**config.mk**
```make
export PLATFORM = sky130hd
export DESIGN_NAME = bah_div
export DESIGN_NICKNAME = d
export VERILOG_FILES = /design/src/bah_pkg.sv /design/src/bah_div.sv
export SDC_FILE = /design/constraint.sdc
export NUM_CORES = 1
export LEC_CHECK = 0
export BUFFER_PORTS_ARGS = -buffer_cell sky130_fd_sc_hd__buf_4
export CAP_MARGIN = 20
export CORE_UTILIZATION = 50
export CTS_CLUSTER_DIAMETER = 150
export CTS_CLUSTER_SIZE = 40
export DETAILED_ROUTE_END_ITERATION = 10
export PLACE_DENSITY_LB_ADDON = 0.3
export SYNTH_ARGS = -nofsm -noshare
export SYNTH_HDL_FRONTEND = slang
export SYNTH_SLANG_ARGS = --single-unit
export TNS_END_PERCENT = 30
```
**constraint.sdc**
```tcl
create_clock -name clock -period 4.9 [get_ports clock]
set_input_delay 0.98 -clock clock [delete_from_list [all_inputs] [get_ports clock]]
set_output_delay 0.98 -clock clock [all_outputs]
set_load 0.01 [all_outputs]
```
**src/bah_pkg.sv**
```systemverilog
// ----------------------------------------------------------------------------
// bah_pkg
// Types and fixed widths shared by the bucketed average history block.
// ----------------------------------------------------------------------------
package bah_pkg;

   localparam int BUCKET_W = 32;
   localparam int PH_W     = 11;
   localparam int MV_W     = 12;
   localparam int TEMP_W   = 12;
   localparam int AGE_W    = 8;
   localparam int AVG_W    = 12;

   localparam logic OP_SAMPLE  = 1'b0;
   localparam logic OP_READ    = 1'b1;
   localparam logic KIND_CLOSE = 1'b0;
   localparam logic KIND_READ  = 1'b1;

   typedef struct packed {
      logic                      opcode;
      logic [BUCKET_W-1:0]       bucket_number;
      logic                      ph_present;
      logic [PH_W-1:0]           ph_hundredths;
      logic                      orp_present;
      logic signed [MV_W-1:0]    orp_millivolts;
      logic                      temp_present;
      logic signed [TEMP_W-1:0]  temp_tenths;
      logic [AGE_W-1:0]          age;
   } req_type;

   typedef struct packed {
      logic                      kind;
      logic                      slot_filled;
      logic                      ph_avg_present;
      logic [PH_W-1:0]           ph_avg;
      logic                      orp_avg_present;
      logic signed [MV_W-1:0]    orp_avg;
      logic                      temp_avg_present;
      logic signed [TEMP_W-1:0]  temp_avg;
   } rsp_type;

   // one ring slot
   typedef struct packed {
      logic                      ph_ok;
      logic [PH_W-1:0]           ph;
      logic                      orp_ok;
      logic signed [MV_W-1:0]    orp;
      logic                      temp_ok;
      logic signed [TEMP_W-1:0]  temp;
   } record_type;

endpackage

```
**src/bah_div.sv**
```systemverilog
// ----------------------------------------------------------------------------
// bah_div
// Serial restoring divider, one quotient bit per cycle, with a final step
// that rounds to nearest with ties to even and restores the sign.
// ----------------------------------------------------------------------------
module bah_div import bah_pkg::*; #(
   parameter int SUMW = 23,
   parameter int CNTW = 11
) (
   input  logic                    clock,
   input  logic                    reset,
   input  logic                    start,
   input  logic signed [SUMW-1:0]  dividend,
   input  logic [CNTW-1:0]         divisor,
   output logic                    done,
   output logic signed [AVG_W-1:0] quotient
);

   localparam int SW = $clog2(SUMW);

   logic                    busy_ff, busy_in;
   logic                    fin_ff, fin_in;
   logic                    done_ff, done_in;
   logic                    neg_ff, neg_in;
   logic [SW-1:0]           step_ff, step_in;
   logic [CNTW-1:0]         rem_ff, rem_in;
   logic [CNTW-1:0]         den_ff, den_in;
   logic [SUMW-1:0]         quo_ff, quo_in;
   logic signed [AVG_W-1:0] res_ff, res_in;

   logic [CNTW:0]           rem_sh;
   logic [CNTW:0]           rem_diff;
   logic [CNTW:0]           rem_dbl;
   logic                    rnd_up;
   logic [SUMW-1:0]         quo_rnd;
   logic [SUMW-1:0]         quo_sgn;

   always_comb begin
      busy_in  = busy_ff;
      fin_in   = fin_ff;
      done_in  = 1'b0;
      neg_in   = neg_ff;
      step_in  = step_ff;
      rem_in   = rem_ff;
      den_in   = den_ff;
      quo_in   = quo_ff;
      res_in   = res_ff;

      rem_sh   = {rem_ff, quo_ff[SUMW-1]};
      rem_diff = rem_sh - {1'b0, den_ff};
      rem_dbl  = {rem_ff, 1'b0};
      rnd_up   = (rem_dbl > {1'b0, den_ff}) || ((rem_dbl == {1'b0, den_ff}) && quo_ff[0]);
      quo_rnd  = quo_ff + SUMW'(rnd_up);
      quo_sgn  = neg_ff ? (~quo_rnd + 1'b1) : quo_rnd;

      if (start) begin
         neg_in  = dividend[SUMW-1];
         quo_in  = dividend[SUMW-1] ? (~$unsigned(dividend) + 1'b1) : $unsigned(dividend);
         rem_in  = '0;
         den_in  = divisor;
         step_in = '0;
         busy_in = 1'b1;
      end else if (busy_ff) begin
         quo_in = {quo_ff[SUMW-2:0], ~rem_diff[CNTW]};
         rem_in = rem_diff[CNTW] ? rem_sh[CNTW-1:0] : rem_diff[CNTW-1:0];
         if (step_ff == SW'(SUMW-1)) begin
            busy_in = 1'b0;
            fin_in  = 1'b1;
         end else begin
            step_in = step_ff + 1'b1;
         end
      end else if (fin_ff) begin
         fin_in  = 1'b0;
         done_in = 1'b1;
         res_in  = quo_sgn[AVG_W-1:0];
      end
   end

   always_ff @(posedge clock) begin
      if (reset) begin
         busy_ff <= 1'b0;
         fin_ff  <= 1'b0;
         done_ff <= 1'b0;
      end else begin
         busy_ff <= busy_in;
         fin_ff  <= fin_in;
         done_ff <= done_in;
      end
   end

   always_ff @(posedge clock) begin
      neg_ff  <= neg_in;
      step_ff <= step_in;
      rem_ff  <= rem_in;
      den_ff  <= den_in;
      quo_ff  <= quo_in;
      res_ff  <= res_in;
   end

   assign done     = done_ff;
   assign quotient = res_ff;

endmodule

```
# Word level (Yosys, flattened, before mapping)
# Index checks and enable logic that the tools add are counted.
dict set report totals {
  register_bits 66
  in_bits 37
}
dict set report classes {
  add_sub_neg 5
  magnitude_cmp 1
  eq_ne 3
  mux 11
  n_bitwise 6
  reduce_logical 7
}
# operator count
set op_table {}
lappend op_table {{$mux 23} 3}
lappend op_table {{$add 23x1->23 const B} 1}
lappend op_table {{$not 23->23} 1}
lappend op_table {{$add 12x1->12} 1}
lappend op_table {{$add 12x1->12 const B} 1}
lappend op_table {{$eq 12x11->1} 1}
lappend op_table {{$gt 12x11->1} 1}
lappend op_table {{$mux 12} 1}
lappend op_table {{$not 12->12} 1}
lappend op_table {{$sub 12x11->12} 1}
lappend op_table {{$mux 11} 1}
lappend op_table {{$mux 1} 6}
lappend op_table {{$add 5x1->5 const B} 1}
lappend op_table {{$eq 5x5->1 const B} 1}
lappend op_table {{$not 1->1} 4}
lappend op_table {{$reduce_and 2->1} 2}
lappend op_table {{$reduce_and 3->1} 1}
lappend op_table {{$reduce_or 3->1} 1}
lappend op_table {{$ne 2x1->1 const B} 1}
lappend op_table {{$reduce_bool 2->1} 1}
lappend op_table {{$logic_and 1x1->1} 1}
lappend op_table {{$logic_or 1x1->1} 1}

# Logic depth before layout (Yosys ltp)
dict set report logic_depth {
  ltp_word 7
  depth_mapped 17
}

# Worst setup path after synthesis
# Ideal clock, no wire load.
dict set report synth_path {
  path_type {register to register}
  startpoint {reg den_ff[1]}
  endpoint {reg res_ff[11] (netlist: quotient[11]) (data pin)}
  setup_ps 264
  t_arrival_ps 3139
  slack_ps 1497
  stages_incl_launch_ff 18
  synth_period_minus_slack_ps 3403
  path_cell_list {edfxtp_1 -> inv_1 -> ha_1 -> nor2b_1 -> o21a_1 -> o21ai_0 -> a21oi_1 -> o21ai_0 -> a21oi_1 -> ha_1 -> ha_1 -> clkbuf_1 -> xor2_1 -> or3_1 -> a31oi_1 -> o311ai_1 -> o41ai_2 -> xnor2_1}
}
dict set report synth_via {
  elab_chain_len 7
}
# item line
set synth_lines {}
lappend synth_lines {{start, declared} bah_div.sv:27} ;# logic [CNTW-1:0] den_ff, den_in;
lappend synth_lines {{start signal, assigned} bah_div.sv:95} ;# den_ff <= den_in;
lappend synth_lines {{branches (longest 2 deep; another with $gt 12x11->1)} --}
lappend synth_lines {{$logic_or 1x1->1 *} bah_div.sv:52} ;# rnd_up = (rem_dbl > {1'b0, den_ff}) || ((rem_dbl == {1'b0, den_ff}) && quo_ff[0]);
lappend synth_lines {{$add 12x1->12 *} bah_div.sv:53} ;# quo_rnd = quo_ff + SUMW'(rnd_up);
lappend synth_lines {{$not 12->12} bah_div.sv:54} ;# quo_sgn = neg_ff ? (~quo_rnd + 1'b1) : quo_rnd;
lappend synth_lines {{$add 12x1->12} bah_div.sv:54}
lappend synth_lines {{$mux 12 *} bah_div.sv:54}
lappend synth_lines {{named net quo_sgn[11]} bah_div.sv:36} ;# logic [SUMW-1:0] quo_sgn;
lappend synth_lines {{end signal, assigned} bah_div.sv:97} ;# res_ff <= res_in;
lappend synth_lines {{end, declared} bah_div.sv:29} ;# logic signed [AVG_W-1:0] res_ff, res_in;
# Mark *: on every way through the listed nets, which the timed path passes.
# A chain may end at the register's enable or synchronous reset.

# Worst setup path in the final report
dict set report layout_path {
  startpoint {reg den_ff[1]}
  endpoint {reg res_ff[9] (netlist: quotient[9]) (data pin)}
}
# Same word-level chain as after synthesis.

==> results.yml <==
synthesis:
  synth_warnings: 0
  yosysMostFrequentCell: "nor2_1"
  yosysTopAreaCellShare: 0.3347
  synth_flop_cell: "edfxtp_1"
  synth_commonest_cells: "nor2_1, edfxtp_1, a21oi_1, nand2_1, xor2_1"
  synthCells: 436
  ys_ff_latch: 66
  syn-num-nets: 491
  asyncSetResetFlopFracSynth: 0
  synth.avg_cell_area_um2: 9.671
  yosysTopAreaCell: "edfxtp_1"
  yosysSeqAreaShare: 0.4249
  synth_edf_count: 47
  syn_area_mm2: 0.004217
  yosysUniqueCellTypes: 61
  ys_top_cells_by_area: "edfxtp_1, dfxtp_1, xor2_1"
worst_setup_path:
  critical_path.slowest_cell: "edfxtp_1"
  cp.required_ns: 5.00
  path_buf_inv: 1
  worst_path_largest_cell_delay_ns: 0.42
  crit_type: "flip-flop to flip-flop"
  cp_top_family: "compound AO/OA/AOI/OAI gates"
  r2r_cells: 16
  reg2reg_to: "quotient[9]$_DFFE_PP_"
  cp-end-kind: "flip-flop"
  crit_top_cell: "ha_1"
  r2r_start: "den_ff[1]$_DFFE_PP_"
  worstSetupStartpointType: "flip-flop"
  reg2reg_slack_ns: 1.25
  arrival_ns: 3.75
  crit_chain: "inv_1 -> ha_1 -> nor2b_1 -> o21a_1 -> o21ai_0 -> a21oi_1 -> o21ai_0 -> a21oi_1 -> ha_1 -> ha_1 -> xor2_1 -> or3_1 -> a31oi_1 -> o311ai_1 -> o31ai_1 -> xnor2_1"
  cp_max_fo: 8
die:
  rows: 33
  core_area_mm2: 0.008175
  die_y_um: 93.83
  die_w_um: 93.83
  initial_core_util: 0.5158
  die_area_mm2: 0.008804
  io-pin-count: 50
place:
  dp.cells: 567
  place_area_mm2: 0.004577
  portBuffers: 49
  place_congestion: 0.8264
  dp_hpwl_um: 5487
timing:
  worstMarginPinSlew_ns: 0.8942
  timing.fmax_mhz: 273.9
  rsz0062_at_grt: "false"
  period_share: 0.7452
  final.setup.tns_ns: 0
  max_slew_margin: 0.4030
  fin_crit_ns: 3.651
  maxSlewViolCount: 0
  fin_worst_skew_ns: 0.01446
  finalSetupViolCount: 0
  hold_viol: 0
clock_tree:
  htreeDepth: 3
  postCtsResizedCells: 0
  ctsHoldBuffers: 0
  post_cts_buffers: 0
  clkTransAtPathRegs_ns: 0.08
  cts.sinks: 66
  cts_buffers: 9
  clkLatencyLatePin_ns: 0.34
  ctsRootBufferMaster: "clkbuf_8"
  cts_tree: "built"
  cts.path.max_buffers: 2
power_and_ir_drop:
  p_leak_uw: 0.001879
  powerDensity_mw_per_mm2: 302.1
  ir_worst_vdd_mv: 0.1500
grt:
  grt_util_all_layers: 0.1917
  grt_pass1_vias: 3052
  grt_pass1_wl_um: 13440
  grt_overflow: 0
  antenna_found_initial: 0
  grt_max_degree: 79
flow_run:
  drv_cap: 0
worst_hold_path:
  hold_path.class: "flip-flop to flip-flop"
  hold_depth: 2
  min_from: "rem_ff[6]$_SDFFE_PP0P_"
  min_to: "rem_ff[7]$_SDFFE_PP0P_"
detailed_routing:
  drc: 0
  finalWirelength_um: 7794
  dr_total_vias: 3193
  wl_per_cell_um: 13.37
  drtAntennaViolNets: 0
  dr.pass1.iters: 4
  first_iter_violations: 162
  via_per_inst: 5.477
cells_and_area:
  antenna_cells: 0
  area_delta_synth_final_pct: 12.85
  design_area_mm2: 0.004758
  nets: 528
  instances_no_fill: 583
  layout-drive-gt1-share: 0.1736
  n_fill_cell: 750
status:
  outcome: "finished clean"
-- logic make-up (layout without fill, tap and decap cells) --
logic type               after synthesis  after routing  share of synthesized area
flip-flops                            66             66                     0.4249
buffers and inverters                 47             89                    0.05430
AND/OR/NAND/NOR                      150            150                     0.1792
multiplexers                          13             13                    0.03205
adder cells (fa/ha/maj)               18             18                    0.05519
AO/OA/AOI/OAI                         92             92                     0.1505
XOR/XNOR                              50             50                     0.1039
-- cells in the final DEF, fill, tap and decap left out, types with 3 or more instances in the layout --
cell type and instances:
nor2_1 51, buf_4 49, edfxtp_1 47, a21oi_1 32, nand2_1 28, xor2_1 28
inv_1 24, xnor2_1 22, dfxtp_1 19, ha_1 17, o21ai_0 14, nand3_1 10
mux2i_1 9, clkbuf_8 9, o31ai_1 8, nor2b_1 8, a211oi_1 8, nor3_1 7
nand4_1 7, nand2b_1 6, nand4b_1 5, mux2_2 4, clkinv_2 4, nor4_1 3
o41ai_1 3, or2_2 3, or3_1 3, nand3b_1 3, a21o_1 3, and3_1 3
a31oi_1 3
-- power breakdown --
part	switching, µW	total, µW	internal, µW
combinational	168	317	149
clock	213	425	212
sequential	42.8	696	653
total	424	1440	1010
-- tightest hold or removal path: stages (launching register included) --
cell,delay (ns)
dfxtp_1,0.33
nand2_1,0.06
a311oi_1,0.07
-- state kept, by name, summed over array words and instances (netlist names) --
register	count
busy_ff	1
den_ff	11
done	1
fin_ff	1
neg_ff	1
quo_ff	23
quotient	12
rem_ff	11
step_ff	5
-- routing by layer --
layer | share of wire | vias up | track usage
met5 | 0 | - | 0
met4 | 0.011 | 0 | 0.07949
met3 | 0.036 | 6 | 0.03317
met2 | 0.47 | 51 | 0.2999
met1 | 0.48 | 1491 | 0.2615
li1 | - | 1645 | -
-- area by class of cell --
| class | instances | area (µm²) | area share |
|---|---|---|---|
| multi-input cells | 323 | 2196 | 0.4615 |
| flip-flops and latches | 66 | 1792 | 0.3765 |
| repair buffers | 49 | 367.9 | 0.07731 |
| clock buffers | 11 | 152.6 | 0.03208 |
| well taps | 105 | 131.4 | 0.02761 |
| inverters | 24 | 90.09 | 0.01893 |
| clock inverters | 5 | 28.78 | 0.006048 |
-- through the flow --
step | power, µW | hold WS, ns | worst slack, ns | utilization
after floorplan | 947.6 | 0.4639 | 1.497 | -
after global placement | 1012 | 0.4761 | 1.357 | 0.5598
after global routing | 1519 | 0.5196 | 0.8920 | 0.5820
final | 1437 | 0.4997 | 1.249 | 0.5820
after detailed placement | 1023 | 0.4934 | 1.230 | 0.5598
after CTS | 1449 | 0.5056 | 1.221 | 0.5820
-- how the worst max path moves through the flow --
| stage | startpoint | end | slack [ns] | cells after the start |
|---|---|---|---|---|
| global route | den_ff[1]$_DFFE_PP_ | quotient[11]$_DFFE_PP_ | 0.89 | 16 |
| global placement | den_ff[1]$_DFFE_PP_ | quotient[11]$_DFFE_PP_ | 1.36 | 16 |
| finish | den_ff[1]$_DFFE_PP_ | quotient[9]$_DFFE_PP_ | 1.25 | 16 |
| CTS | den_ff[1]$_DFFE_PP_ | quotient[9]$_DFFE_PP_ | 1.22 | 16 |
| floorplan | den_ff[1]$_DFFE_PP_ | quotient[11]$_DFFE_PP_ | 1.50 | 17 |
| detailed placement | den_ff[1]$_DFFE_PP_ | quotient[9]$_DFFE_PP_ | 1.23 | 16 |
No activity file was read; power rests on OpenSTA's default activity.
